<file path="config.mk">
export PLATFORM = sky130hd
export DESIGN_NAME = s512_ctrl
export DESIGN_NICKNAME = d
export VERILOG_FILES = /design/src/s512_pkg.sv /design/src/s512_ctrl.sv
export VERILOG_INCLUDE_DIRS = /design/src /design/src/src
export SDC_FILE = /design/constraint.sdc
export NUM_CORES = 1
export LEC_CHECK = 0
export CAP_MARGIN = 10
export CORE_AREA = 3 3 40 42
export CTS_CLUSTER_DIAMETER = 60
export DETAILED_ROUTE_END_ITERATION = 16
export DIE_AREA = 0 0 43 45
export DONT_BUFFER_PORTS = 1
export GPL_ROUTABILITY_DRIVEN = 0
export PLACE_DENSITY_LB_ADDON = 0.1
export SLEW_MARGIN = 10
export SYNTH_ARGS = -nofsm -noshare
export SYNTH_HDL_FRONTEND = slang
export SYNTH_SLANG_ARGS = --single-unit
</file>
<file path="constraint.sdc">
create_clock -name i_clk -period 2 [get_ports i_clk]
set_input_delay 0 -clock i_clk [delete_from_list [all_inputs] [get_ports i_clk]]
set_output_delay 0 -clock i_clk [all_outputs]
set_load 0.05 [all_outputs]
</file>
<file path="src/sha512_hash_engine_defines.svh">
// ----------------------------------------------------------------------------
// SHA-512 hash engine assertion macros
// Concurrent assertion forms used by the engine's controller.
// ----------------------------------------------------------------------------
`ifndef SHA512_HASH_ENGINE_DEFINES_SVH
`define SHA512_HASH_ENGINE_DEFINES_SVH

// The consequent holds in the same cycle as the antecedent.
`define S512_ASSERT_SAME(label, clk, rst_n, ante, cons) \
    label: assert property (@(posedge clk) disable iff (!rst_n) (ante) |-> (cons)) \
        else $error("assertion failed");

// The consequent holds in the cycle after the antecedent.
`define S512_ASSERT_NEXT(label, clk, rst_n, ante, cons) \
    label: assert property (@(posedge clk) disable iff (!rst_n) (ante) |=> (cons)) \
        else $error("assertion failed");

`endif

</file>
<file path="src/s512_pkg.sv">
// ----------------------------------------------------------------------------
// SHA-512 engine package
// Types, constants and round functions shared by controller and datapath.
// ----------------------------------------------------------------------------
package s512_pkg;

    localparam int BLOCK_WORDS = 16;
    localparam int HASH_WORDS  = 8;
    localparam logic [6:0] LAST_ROUND   = 7'd79;
    localparam logic [6:0] MAX_BYTES    = 7'd64;
    localparam logic [3:0] WORD_BYTES   = 4'd8;
    localparam logic [3:0] IDX_LEN_HI   = 4'd14;
    localparam logic [3:0] IDX_LEN_LO   = 4'd15;
    localparam logic [63:0] PAD_WORD    = 64'h8000_0000_0000_0000;

    localparam logic [63:0] IV [HASH_WORDS] = '{
        64'h6a09e667f3bcc908, 64'hbb67ae8584caa73b, 64'h3c6ef372fe94f82b,
        64'ha54ff53a5f1d36f1, 64'h510e527fade682d1, 64'h9b05688c2b3e6c1f,
        64'h1f83d9abfb41bd6b, 64'h5be0cd19137e2179
    };

    typedef struct packed {
        logic write_in;
        logic write_pad;
        logic cinit;
        logic round;
        logic cfin;
        logic take;
        logic restart;
    } t_cmd;

    typedef struct packed {
        logic idx_last;
        logic hi_done;
        logic round_last;
        logic out_last;
    } t_status;

    function automatic logic [63:0] rotr(input logic [63:0] x, input int n);
        rotr = (x >> n) | (x << (64 - n));
    endfunction

    function automatic logic [63:0] bsig0(input logic [63:0] x);
        bsig0 = rotr(x, 28) ^ rotr(x, 34) ^ rotr(x, 39);
    endfunction

    function automatic logic [63:0] bsig1(input logic [63:0] x);
        bsig1 = rotr(x, 14) ^ rotr(x, 18) ^ rotr(x, 41);
    endfunction

    function automatic logic [63:0] ssig0(input logic [63:0] x);
        ssig0 = rotr(x, 1) ^ rotr(x, 8) ^ (x >> 7);
    endfunction

    function automatic logic [63:0] ssig1(input logic [63:0] x);
        ssig1 = rotr(x, 19) ^ rotr(x, 61) ^ (x >> 6);
    endfunction

    function automatic logic [63:0] round_k(input logic [6:0] r);
        case (r)
            7'd0:  round_k = 64'h428a2f98d728ae22; 7'd1:  round_k = 64'h7137449123ef65cd;
            7'd2:  round_k = 64'hb5c0fbcfec4d3b2f; 7'd3:  round_k = 64'he9b5dba58189dbbc;
            7'd4:  round_k = 64'h3956c25bf348b538; 7'd5:  round_k = 64'h59f111f1b605d019;
            7'd6:  round_k = 64'h923f82a4af194f9b; 7'd7:  round_k = 64'hab1c5ed5da6d8118;
            7'd8:  round_k = 64'hd807aa98a3030242; 7'd9:  round_k = 64'h12835b0145706fbe;
            7'd10: round_k = 64'h243185be4ee4b28c; 7'd11: round_k = 64'h550c7dc3d5ffb4e2;
            7'd12: round_k = 64'h72be5d74f27b896f; 7'd13: round_k = 64'h80deb1fe3b1696b1;
            7'd14: round_k = 64'h9bdc06a725c71235; 7'd15: round_k = 64'hc19bf174cf692694;
            7'd16: round_k = 64'he49b69c19ef14ad2; 7'd17: round_k = 64'hefbe4786384f25e3;
            7'd18: round_k = 64'h0fc19dc68b8cd5b5; 7'd19: round_k = 64'h240ca1cc77ac9c65;
            7'd20: round_k = 64'h2de92c6f592b0275; 7'd21: round_k = 64'h4a7484aa6ea6e483;
            7'd22: round_k = 64'h5cb0a9dcbd41fbd4; 7'd23: round_k = 64'h76f988da831153b5;
            7'd24: round_k = 64'h983e5152ee66dfab; 7'd25: round_k = 64'ha831c66d2db43210;
            7'd26: round_k = 64'hb00327c898fb213f; 7'd27: round_k = 64'hbf597fc7beef0ee4;
            7'd28: round_k = 64'hc6e00bf33da88fc2; 7'd29: round_k = 64'hd5a79147930aa725;
            7'd30: round_k = 64'h06ca6351e003826f; 7'd31: round_k = 64'h142929670a0e6e70;
            7'd32: round_k = 64'h27b70a8546d22ffc; 7'd33: round_k = 64'h2e1b21385c26c926;
            7'd34: round_k = 64'h4d2c6dfc5ac42aed; 7'd35: round_k = 64'h53380d139d95b3df;
            7'd36: round_k = 64'h650a73548baf63de; 7'd37: round_k = 64'h766a0abb3c77b2a8;
            7'd38: round_k = 64'h81c2c92e47edaee6; 7'd39: round_k = 64'h92722c851482353b;
            7'd40: round_k = 64'ha2bfe8a14cf10364; 7'd41: round_k = 64'ha81a664bbc423001;
            7'd42: round_k = 64'hc24b8b70d0f89791; 7'd43: round_k = 64'hc76c51a30654be30;
            7'd44: round_k = 64'hd192e819d6ef5218; 7'd45: round_k = 64'hd69906245565a910;
            7'd46: round_k = 64'hf40e35855771202a; 7'd47: round_k = 64'h106aa07032bbd1b8;
            7'd48: round_k = 64'h19a4c116b8d2d0c8; 7'd49: round_k = 64'h1e376c085141ab53;
            7'd50: round_k = 64'h2748774cdf8eeb99; 7'd51: round_k = 64'h34b0bcb5e19b48a8;
            7'd52: round_k = 64'h391c0cb3c5c95a63; 7'd53: round_k = 64'h4ed8aa4ae3418acb;
            7'd54: round_k = 64'h5b9cca4f7763e373; 7'd55: round_k = 64'h682e6ff3d6b2b8a3;
            7'd56: round_k = 64'h748f82ee5defb2fc; 7'd57: round_k = 64'h78a5636f43172f60;
            7'd58: round_k = 64'h84c87814a1f0ab72; 7'd59: round_k = 64'h8cc702081a6439ec;
            7'd60: round_k = 64'h90befffa23631e28; 7'd61: round_k = 64'ha4506cebde82bde9;
            7'd62: round_k = 64'hbef9a3f7b2c67915; 7'd63: round_k = 64'hc67178f2e372532b;
            7'd64: round_k = 64'hca273eceea26619c; 7'd65: round_k = 64'hd186b8c721c0c207;
            7'd66: round_k = 64'heada7dd6cde0eb1e; 7'd67: round_k = 64'hf57d4f7fee6ed178;
            7'd68: round_k = 64'h06f067aa72176fba; 7'd69: round_k = 64'h0a637dc5a2c898a6;
            7'd70: round_k = 64'h113f9804bef90dae; 7'd71: round_k = 64'h1b710b35131c471b;
            7'd72: round_k = 64'h28db77f523047d84; 7'd73: round_k = 64'h32caab7b40c72493;
            7'd74: round_k = 64'h3c9ebe0a15c9bebc; 7'd75: round_k = 64'h431d67c49c100d4c;
            7'd76: round_k = 64'h4cc5d4becb3e42b6; 7'd77: round_k = 64'h597f299cfc657e2a;
            7'd78: round_k = 64'h5fcb6fab3ad6faec; 7'd79: round_k = 64'h6c44198c4a475817;
            default: round_k = 64'h0;
        endcase
    endfunction

endpackage

</file>
<file path="src/s512_ctrl.sv">
// ----------------------------------------------------------------------------
// SHA-512 engine controller
// Sequences word intake, padding, compression and digest output.
// ----------------------------------------------------------------------------
`include "sha512_hash_engine_defines.svh"

module s512_ctrl
    import s512_pkg::*;
(
    input  logic    i_clk,
    input  logic    i_rst_n,
    input  logic    i_data_valid,
    input  logic    i_last_of_message,
    input  logic    i_digest_ready,
    input  t_status i_status,
    output logic    o_data_ready,
    output logic    o_digest_valid,
    output t_cmd    o_cmd
);

    localparam logic [2:0] S_IDLE  = 3'd0;
    localparam logic [2:0] S_PAD   = 3'd1;
    localparam logic [2:0] S_CINIT = 3'd2;
    localparam logic [2:0] S_ROUND = 3'd3;
    localparam logic [2:0] S_CFIN  = 3'd4;
    localparam logic [2:0] S_OUT   = 3'd5;

    logic [2:0] r_state, n_state;
    logic       r_padding, n_padding;
    logic       r_done, n_done;
    logic       in_acc;
    logic       out_acc;

    assign o_data_ready   = (r_state == S_IDLE);
    assign o_digest_valid = (r_state == S_OUT);
    assign in_acc  = o_data_ready & i_data_valid;
    assign out_acc = o_digest_valid & i_digest_ready;

    always_comb begin
        n_state   = r_state;
        n_padding = r_padding;
        n_done    = r_done;
        o_cmd     = '0;
        case (r_state)
            S_IDLE: begin
                if (in_acc) begin
                    o_cmd.write_in = 1'b1;
                    if (i_last_of_message) begin
                        n_padding = 1'b1;
                    end
                    if (i_status.idx_last) begin
                        n_state = S_CINIT;
                    end else if (i_last_of_message) begin
                        n_state = S_PAD;
                    end
                end
            end
            S_PAD: begin
                o_cmd.write_pad = 1'b1;
                if (i_status.idx_last) begin
                    n_done  = i_status.hi_done;
                    n_state = S_CINIT;
                end
            end
            S_CINIT: begin
                o_cmd.cinit = 1'b1;
                n_state     = S_ROUND;
            end
            S_ROUND: begin
                o_cmd.round = 1'b1;
                if (i_status.round_last) begin
                    n_state = S_CFIN;
                end
            end
            S_CFIN: begin
                o_cmd.cfin = 1'b1;
                if (r_done) begin
                    n_state = S_OUT;
                end else if (r_padding) begin
                    n_state = S_PAD;
                end else begin
                    n_state = S_IDLE;
                end
            end
            S_OUT: begin
                if (out_acc) begin
                    o_cmd.take = 1'b1;
                    if (i_status.out_last) begin
                        o_cmd.restart = 1'b1;
                        n_padding     = 1'b0;
                        n_done        = 1'b0;
                        n_state       = S_IDLE;
                    end
                end
            end
            default: begin
                n_state = S_IDLE;
            end
        endcase
    end

    always_ff @(posedge i_clk) begin
        if (!i_rst_n) begin
            r_state   <= S_IDLE;
            r_padding <= 1'b0;
            r_done    <= 1'b0;
        end else begin
            r_state   <= n_state;
            r_padding <= n_padding;
            r_done    <= n_done;
        end
    end

    `S512_ASSERT_NEXT(a_full_block_compresses, i_clk, i_rst_n,
        in_acc && i_status.idx_last, r_state == S_CINIT)
    `S512_ASSERT_NEXT(a_rounds_end_in_final, i_clk, i_rst_n,
        r_state == S_ROUND && i_status.round_last, r_state == S_CFIN)
    `S512_ASSERT_SAME(a_output_only_when_done, i_clk, i_rst_n,
        o_digest_valid, r_done && r_padding && !o_data_ready)

endmodule

</file>
==> flow_metrics.py, run 1 <==
metrics = {
    "timing": {
        "report.final.slew_viol_count": 0,
        "rsz0062_at_grt": "false",
        "setup_viol": 0,
        "setup_tns_ns": 0,
        "hold_viol_final": 0,
        "skew_ns": 0.000334,
        "period_minus_slack_ns": 1.70,
        "max_slew_margin": 0.671,
        "post-route-period-util": 0.852,
        "max_slew.worst_pin.slew_ns": 0.496,
        "max_freq_ghz": 0.587,
    },
    "floorplanning": {
        "dieArea_um2": 1940,
        "fp-row-count": 13,
        "die_x_um": 43,
        "start_util": 0.283,
        "die_h_um": 45,
        "core_um2": 1280,
        "io_pins": 18,
    },
    "route": {
        "drt-total-wl_um": 1030,
        "drt_pass1_iterations": 3,
        "vias_per_cell": 5.27,
        "drt_iter0_markers": 5,
        "antenna_left": 0,
        "num_vias": 395,
        "drc": 0,
        "wl_per_cell_um": 13.7,
    },
    "cells_and_area": {
        "areaGrowthSynthToFinish_pct": 38.1,
        "fillers": 135,
        "seqCellArea_um2": 100,
        "drive_above_1_share": 0.267,
        "fin_nets": 70,
        "multi_input_area_um2": 248,
        "n_antenna_cell": 0,
    },
    "synth": {
        "synth_cells": 47,
        "synth-seq-cells": 5,
        "ys.flop_type": "dfxtp_1",
        "yosysSeqAreaShare": 0.275,
        "synthesis.nets": 56,
        "avgSynthCellArea_um2": 7.75,
        "synth_area_um2": 364,
        "ys_types": 30,
        "async_flop_share": 0,
        "synth_edf_count": 0,
        "ys_warn_count": 0,
    },
    "clock_network": {
        "ctsHoldBuffers": 5,
        "clock_latency_ns": 0.23,
        "max-clock-path-buffers": 2,
        "cts_setup_buffers": 0,
        "cts.sinks": 5,
        "numCtsBuffers": 3,
        "cts_root_buffer": "clkbuf_4",
        "htree_levels": 1,
        "path_clk_slew_ns": 0.04,
        "cts_tree": "done",
        "post_cts_resized": 0,
    },
    "setup_path": {
        "cp_max_fo": 9,
        "regToRegStartpoint": "r_state[0]$_SDFFE_PN0P_",
        "end_kind": "flop",
        "worst-setup-path-type": "flop to flop",
        "required_ns": 2.17,
        "cp-start-kind": "flop",
        "cp.arrival_ns": 1.87,
        "crit_start": "r_state[0]$_SDFFE_PN0P_",
    },
    "grt": {
        "grt_pass1_vias": 389,
        "grtUsageTotal": 0.118,
        "grt_start_max_net_pins": 13,
        "grt-ovfl-total": 0,
        "grt_pass1_wl_um": 1710,
        "antenna_found_initial": 0,
    },
    "power": {
        "ir_drop_mv": 0.332,
        "finalPower_uw": 488,
        "powerDensity_nw_per_um2": 970,
        "p_leak_nw": 0.208,
    },
    "status": {
        "outcome": "finished, final reports clean",
    },
    "min_path": {
        "min_path_type": "primary input to flop",
        "hp-start": "i_status[3]",
    },
    "place": {
        "dp_hpwl_um": 792,
        "port_buffers": 0,
    },
    "run": {
        "max_cap_viol_count": 0,
    },
}
==> per-layer routing <==
| layer | GRT usage | up-vias | share of wire |
|---|---|---|---|
| met5 | 0 | - | 0 |
| met4 | 0.0904 | 0 | 0.0049 |
| met3 | 0.0438 | 2 | 0.10 |
| met2 | 0.162 | 15 | 0.43 |
| met1 | 0.148 | 182 | 0.46 |
| li1 | - | 196 | - |
==> critical path, cell delays in order (launching register included) <==
cell and delay, ns:
dfxtp_1 0.49, nor2b_2 0.33, nand4_1 0.11, dlygate4sd3_1 0.56, a21oi_1 0.14
==> report_power, final <==
group	internal, mW	switching, mW
combinational	0.0832	0.150
sequential	0.115	0.0287
clock	0.0751	0.0362
total	0.273	0.215
==> layout by cell type, fill, tap and decap left out <==
master and n:
nor2b_2 1, nand2_1 3, a2bb2oi_1 1, a32oi_1 1, nand4_1 2, buf_4 6, or3_2 1, dlygate4sd3_1 5
o31ai_1 1, or3_1 2, a21bo_2 1, or4_1 1, and2_1 3, o21ai_2 1, clkbuf_1 1, nand3_1 1
mux2i_1 1, and3_1 1, nor3b_2 1, o21ai_0 1, and4_1 1, nor2_1 3, nand4b_1 1, inv_1 4
o22ai_1 1, a21oi_1 2, nor3_2 2, o21a_1 1, clkbuf_4 3, nand3b_1 1, dfxtp_1 5, nand2b_1 1
==> state kept, by name, indices dropped and copies added (netlist names) <==
name	cells
r_padding	1
r_done	1
r_state	3
==> through the flow <==
stage	std cells	area [um^2]	hold slack, ns	utilization	setup slack [ns]
finish	75	503	0.0439	0.391	0.296
global route	75	503	0.0560	0.391	0.158
CTS	75	503	0.0295	0.391	0.293
detailed placement	66	427	0.131	0.332	0.494
global placement	66	427	0.135	0.332	0.479
floorplan	47	374	0.114	-	0.0398
==> synth_stat cells (2+ instances only) <==
| master | instances | area, um^2 |
|---|---|---|
| dfxtp_1 | 5 | 100 |
| inv_1 | 4 | 15.0 |
| and2_1 | 3 | 18.8 |
| nand2_1 | 3 | 11.3 |
| nor2_1 | 3 | 11.3 |
| a21oi_1 | 2 | 10.0 |
| nand4_1 | 2 | 12.5 |
| nor3_1 | 2 | 10.0 |
| or3_1 | 2 | 12.5 |
==> cell families (layout without fill, tap and decap cells) <==
kind of cell    after synthesis  after routing  synth area share
flops                         5              5             0.275
compound gates               10             10             0.199
simple gates                 25             25             0.412
buf+inv                       6             19            0.0859
mux                           1              1            0.0275
==> cell type report <==
cell class,instances,area share
tap,15,0.0373
multi-input combinational,36,0.493
inverter,4,0.0299
timing repair buffer,11,0.189
sequential,5,0.199
clock buffer,4,0.0522
==> final timing paths <==
| kind | slack (ns) | cells past startpoint | to |
|---|---|---|---|
| max | 0.30 | 4 | r_done$_SDFFE_PN0P_ |
| min reg2reg | 0.58 | 2 | r_state[2]$_SDFFE_PN0P_ |
| min | 0.04 | 3 | r_state[0]$_SDFFE_PN0P_ |
| max reg2reg | 0.30 | 4 | r_done$_SDFFE_PN0P_ |
Power figures use the tool's default switching activity.
==> inputs of run 2 (changes only) <==
--- a/config.mk
+++ b/config.mk
@@ -13,7 +13,7 @@
 export DIE_AREA = 0 0 43 45
 export DONT_BUFFER_PORTS = 1
 export GPL_ROUTABILITY_DRIVEN = 0
-export PLACE_DENSITY_LB_ADDON = 0.1
+export PLACE_DENSITY = 0.41
 export SLEW_MARGIN = 10
 export SYNTH_ARGS = -nofsm -noshare
 export SYNTH_HDL_FRONTEND = slang
==> flow_metrics.py, run 2 (synthesis gave the netlist of run 1 again) <==
metrics = {
    "timing": {
        "period_minus_slack_ns": 1.77,
        "setup_tns_ns": 0,
        "post-route-period-util": 0.884,
        "skew_ns": 0.000821,
        "rsz0062_at_grt": "false",
        "setup_viol": 0,
        "max_freq_ghz": 0.566,
        "max_slew_margin": 0.670,
        "hold_viol_final": 0,
        "max_slew.worst_pin.slew_ns": 0.497,
        "report.final.slew_viol_count": 0,
    },
    "cells_and_area": {
        "drive_above_1_share": 0.279,
        "fin_cells": 76,
        "top_register": "r_state",
        "largest_reg_flops": 3,
        "top_regs": "r_state (3), r_done (1), r_padding (1)",
        "finalInstanceArea_um2": 519,
        "n_antenna_cell": 0,
        "final_cell_mix": "dlygate4sd3_1 (6), buf_4 (6), inv_1 (4), dfxtp_1 (4)",
        "fin_nets": 71,
        "areaGrowthSynthToFinish_pct": 42.6,
    },
    "floorplanning": {
        "dieArea_um2": 1940,
        "start_util": 0.283,
        "io_pins": 18,
        "fp-row-count": 13,
        "die_h_um": 45,
        "die_x_um": 43,
        "core_um2": 1280,
    },
    "route": {
        "wl_met1_um": 479,
        "met2WireLength_um": 428,
        "antenna_left": 0,
        "vias_per_cell": 5.20,
        "wl_per_cell_um": 13.3,
        "drt-total-wl_um": 1010,
        "drc": 0,
        "drt_iter0_markers": 3,
        "met3_length_um": 99,
        "highest-signal-layer": "met4",
        "num_vias": 395,
        "drt_pass1_iterations": 4,
    },
    "grt": {
        "grt-ovfl-total": 0,
        "antenna_found_initial": 0,
        "grt_start_max_net_pins": 13,
        "grt_pass1_wl_um": 1680,
        "grt_pass1_vias": 357,
        "grtUsageTotal": 0.116,
    },
    "min_path": {
        "min_path_type": "primary input to flop",
        "whs_endpoint": "r_state[0]$_SDFFE_PN0P_",
        "min_path_cells": 3,
        "hp-start": "i_status[3]",
    },
    "clock_network": {
        "numCtsBuffers": 3,
        "cts.sinks": 5,
        "path_clk_slew_ns": 0.04,
        "htree_levels": 1,
        "cts_tree": "done",
        "cts_root_buffer": "clkbuf_4",
        "cts_setup_buffers": 0,
        "clock_latency_ns": 0.23,
        "max-clock-path-buffers": 2,
    },
    "power": {
        "p_leak_nw": 0.216,
        "p_int_uw": 281,
        "power.switching_uw": 216,
        "swShare": 0.434,
        "p_comb_frac": 0.481,
        "finalPower_uw": 497,
        "pwr-share-clk": 0.225,
        "ir_drop_mv": 0.387,
        "p_seq_frac": 0.294,
        "powerDensity_nw_per_um2": 956,
    },
    "setup_path": {
        "crit_family": "buffers and inverters",
        "r2r-end": "r_padding$_SDFFE_PN0P_",
        "path_cells": "nor2b_4 > and4_1 > a2bb2oi_1 > nor2_1 > dlygate4sd3_1",
        "cp_max_fo": 9,
        "regToRegStartpoint": "r_state[0]$_SDFFE_PN0P_",
        "cp-start-kind": "flop",
        "worst-path-stages": 5,
        "required_ns": 2.12,
        "r2r_slack_ns": 0.23,
        "crit_path_max_incr_delay_ns": 0.55,
        "end_kind": "flop",
        "r2r_cells": 5,
        "worst-setup-path-type": "flop to flop",
        "path_buf_inv": 1,
        "cp.arrival_ns": 1.89,
        "cp_slowest_cell": "dlygate4sd3_1",
    },
    "status": {
        "outcome": "finished, final reports clean",
    },
    "run": {
        "max_cap_viol_count": 0,
    },
    "place": {
        "dp_hpwl_um": 724,
        "dp_cells": 66,
        "port_buffers": 0,
        "placed_area_um2": 427,
    },
}
==> run 2: changes by cell type in the layout (fill, tap and decap cells not counted) <==
cell / before / now
dfxtp_1: 5 / 4
dfxtp_2: 0 / 1
dlygate4sd3_1: 5 / 6
nor2b_2: 1 / 0
nor2b_4: 0 / 1
==> run 2: timing repair <==
| action | CTS | global route |
|---|---|---|
| hold endpoints to repair | 4 | 0 |
| setup endpoints to repair | 0 | 1 |
| gates resized for setup | 0 | 2 |
| hold buffers | 6 | 0 |
==> run 2: worst reg2reg max path, stage by stage (launching register included) <==
cell	delay [ns]
dfxtp_2	0.42
nor2b_4	0.23
and4_1	0.24
a2bb2oi_1	0.16
nor2_1	0.05
dlygate4sd3_1	0.55
==> run 2: how the worst max path moves through the flow <==
stage | start | end | slack [ns]
3_5_place_dp | r_state[0]$_SDFFE_PN0P_ | r_state[0]$_SDFFE_PN0P_ | 0.49
5_1_grt | r_state[0]$_SDFFE_PN0P_ | r_padding$_SDFFE_PN0P_ | 0.12
2_1_floorplan | r_state[0]$_SDFFE_PN0P_ | r_padding$_SDFFE_PN0P_ | 0.04
3_3_place_gp | r_state[0]$_SDFFE_PN0P_ | r_state[0]$_SDFFE_PN0P_ | 0.48
4_1_cts | r_state[0]$_SDFFE_PN0P_ | r_padding$_SDFFE_PN0P_ | 0.04
6_report | r_state[0]$_SDFFE_PN0P_ | r_padding$_SDFFE_PN0P_ | 0.23
==> run 2: area by class of cell <==
type	count	area, um^2
clock buffer	4	26.3
timing repair buffer	12	105
tap	15	18.8
inverter	4	15.0
fill	141	766
multi-input combinational	36	253
sequential	5	101
==> run 2: layer usage <==
| metal | vias up | GRT usage |
|---|---|---|
| li1 | 203 | - |
| met1 | 173 | 0.162 |
| met2 | 17 | 0.159 |
| met3 | 2 | 0.0279 |
| met4 | 0 | 0.0723 |
| met5 | - | 0 |
==> run 2: stage by stage <==
stage	util	hold slack, ns	setup slack, ns
global placement	0.332	0.135	0.480
floorplan	-	0.114	0.0398
CTS	0.399	0.0352	0.0421
finish	0.404	0.0401	0.232
global route	0.404	0.0446	0.122
detailed placement	0.332	0.130	0.490
==> run 2: power groups by stage <==
stage | registers [mW] | logic, mW | clock network, mW
global route | 0.150 | 0.255 | 0.121
finish | 0.146 | 0.239 | 0.112
CTS | 0.142 | 0.236 | 0.118
floorplan | 0.128 | 0.197 | 0
detailed placement | 0.144 | 0.222 | 0
global placement | 0.145 | 0.224 | 0
==> inputs of run 3 (changes only) <==
--- a/config.mk
+++ b/config.mk
@@ -14,6 +14,7 @@
 export DONT_BUFFER_PORTS = 1
 export GPL_ROUTABILITY_DRIVEN = 0
 export PLACE_DENSITY = 0.41
+export RECOVER_POWER = 25
 export SLEW_MARGIN = 10
 export SYNTH_ARGS = -nofsm -noshare
 export SYNTH_HDL_FRONTEND = slang
==> flow_metrics.py, run 3 (synthesis gave the netlist of run 1 again) <==
metrics = {
    "clock_network": {
        "htree_levels": 1,
        "max-clock-path-buffers": 2,
        "clock_latency_ns": 0.23,
        "path_clk_slew_ns": 0.04,
        "cts_setup_buffers": 0,
        "cts_root_buffer": "clkbuf_4",
        "cts.sinks": 5,
        "cts_tree": "done",
        "numCtsBuffers": 3,
    },
    "route": {
        "highest-signal-layer": "met4",
        "vias_per_cell": 5.13,
        "antenna_left": 0,
        "drt-total-wl_um": 1020,
        "num_vias": 390,
        "drc": 0,
        "wl_met1_um": 471,
        "met2WireLength_um": 439,
        "drt_pass1_iterations": 4,
        "wl_per_cell_um": 13.4,
        "met3_length_um": 100,
        "drt_iter0_markers": 3,
    },
    "min_path": {
        "min_path_type": "primary input to flop",
        "hp-start": "i_status[3]",
        "whs_endpoint": "r_state[0]$_SDFFE_PN0P_",
        "min_path_cells": 3,
    },
    "floorplanning": {
        "dieArea_um2": 1940,
        "fp-row-count": 13,
        "core_um2": 1280,
        "start_util": 0.283,
        "die_x_um": 43,
        "io_pins": 18,
        "die_h_um": 45,
    },
    "setup_path": {
        "required_ns": 2.12,
        "crit_path_max_incr_delay_ns": 0.55,
        "r2r-end": "r_padding$_SDFFE_PN0P_",
        "worst-setup-path-type": "flop to flop",
        "crit_family": "buffers and inverters",
        "path_buf_inv": 1,
        "r2r_cells": 5,
        "cp_slowest_cell": "dlygate4sd3_1",
        "cp.arrival_ns": 1.87,
        "path_cells": "nor2b_4 > and4_1 > a2bb2oi_1 > nor2_1 > dlygate4sd3_1",
        "regToRegStartpoint": "r_state[0]$_SDFFE_PN0P_",
        "cp_max_fo": 9,
        "cp-start-kind": "flop",
        "end_kind": "flop",
        "r2r_slack_ns": 0.25,
    },
    "cells_and_area": {
        "final_util": 0.396,
        "finalInstanceArea_um2": 509,
        "seqCellArea_um2": 101,
        "fillers": 142,
        "n_antenna_cell": 0,
        "final_cell_mix": "dlygate4sd3_1 (6), buf_4 (6), inv_1 (4), dfxtp_1 (4)",
        "drive_above_1_share": 0.246,
        "areaGrowthSynthToFinish_pct": 39.9,
        "top_regs": "r_state (3), r_done (1), r_padding (1)",
        "top_register": "r_state",
        "fin_nets": 71,
        "largest_reg_flops": 3,
        "multi_input_area_um2": 243,
    },
    "timing": {
        "max_slew_margin": 0.670,
        "post-route-period-util": 0.875,
        "rsz0062_at_grt": "false",
        "skew_ns": 0.000821,
        "report.final.slew_viol_count": 0,
        "finalWorstSetupSlack_ns": 0.249,
        "setup_tns_ns": 0,
        "max_slew.worst_pin.slew_ns": 0.497,
        "max_freq_ghz": 0.571,
        "period_minus_slack_ns": 1.75,
        "hold_viol_final": 0,
        "setup_viol": 0,
    },
    "run": {
        "max_cap_viol_count": 0,
    },
    "place": {
        "placed_area_um2": 427,
        "dp_hpwl_um": 724,
        "place_ws_ns": 0.490,
        "port_buffers": 0,
    },
    "grt": {
        "grt_pass1_vias": 357,
        "antenna_found_initial": 0,
        "grt-ovfl-total": 0,
        "grt_pass1_wl_um": 1680,
        "grt_start_max_net_pins": 13,
        "grtUsageTotal": 0.116,
    },
    "power": {
        "powerDensity_nw_per_um2": 962,
        "finalPower_uw": 490,
        "p_leak_nw": 0.210,
        "ir_drop_mv": 0.376,
    },
    "status": {
        "outcome": "finished, final reports clean",
    },
}
## run 3: layout make-up
cell class / count / share of cell area
Multi-Input combinational cell: 36 / 0.477
Timing Repair Buffer: 12 / 0.206
Sequential cell: 5 / 0.199
Clock buffer: 4 / 0.0516
Tap cell: 15 / 0.0369
Inverter: 4 / 0.0295
## run 3: worst reg2reg max path, cell delays in order (launching register included)
cell           delay (ns)
dfxtp_2              0.40
nor2b_4              0.23
and4_1               0.24
a2bb2oi_1            0.16
nor2_1               0.05
dlygate4sd3_1        0.55
## run 3: power by group
part           internal [mW]  switching (mW)  leakage [nW]
Sequential             0.116          0.0281        0.0413
Combinational         0.0855           0.149         0.154
Clock                 0.0751          0.0364        0.0150
Total                  0.277           0.214         0.210
## run 3: repair_timing
item | 4_1_cts | 5_1_grt
endpoints found under the hold margin | 4 | 0
endpoints found under the setup margin | 0 | 1
hold buffers | 6 | 0
resized for setup | 0 | 2
## run 3: through the flow
stage	hold WS (ns)	cells
6_report	0.0426	76
5_1_grt	0.0446	76
4_1_cts	0.0352	76
3_5_place_dp	0.130	66
3_3_place_gp	0.135	66
2_1_floorplan	0.114	47
## run 3: layer usage
metal | up-vias | GRT usage
li1 | 201 | -
met1 | 172 | 0.162
met3 | 2 | 0.0279
met5 | - | 0
met4 | 0 | 0.0723
met2 | 15 | 0.159
## run 3: worst max path at each step
stage                       startpoint                 endpoint  slack (ns)  cells past startpoint
5_1_grt        r_state[1]$_SDFFE_PN0P_   r_padding$_SDFFE_PN0P_        0.13                      5
4_1_cts        r_state[0]$_SDFFE_PN0P_   r_padding$_SDFFE_PN0P_        0.04                      5
3_3_place_gp   r_state[0]$_SDFFE_PN0P_  r_state[0]$_SDFFE_PN0P_        0.48                      4
6_report       r_state[0]$_SDFFE_PN0P_   r_padding$_SDFFE_PN0P_        0.25                      5
3_5_place_dp   r_state[0]$_SDFFE_PN0P_  r_state[0]$_SDFFE_PN0P_        0.49                      4
2_1_floorplan  r_state[0]$_SDFFE_PN0P_   r_padding$_SDFFE_PN0P_        0.04                      5
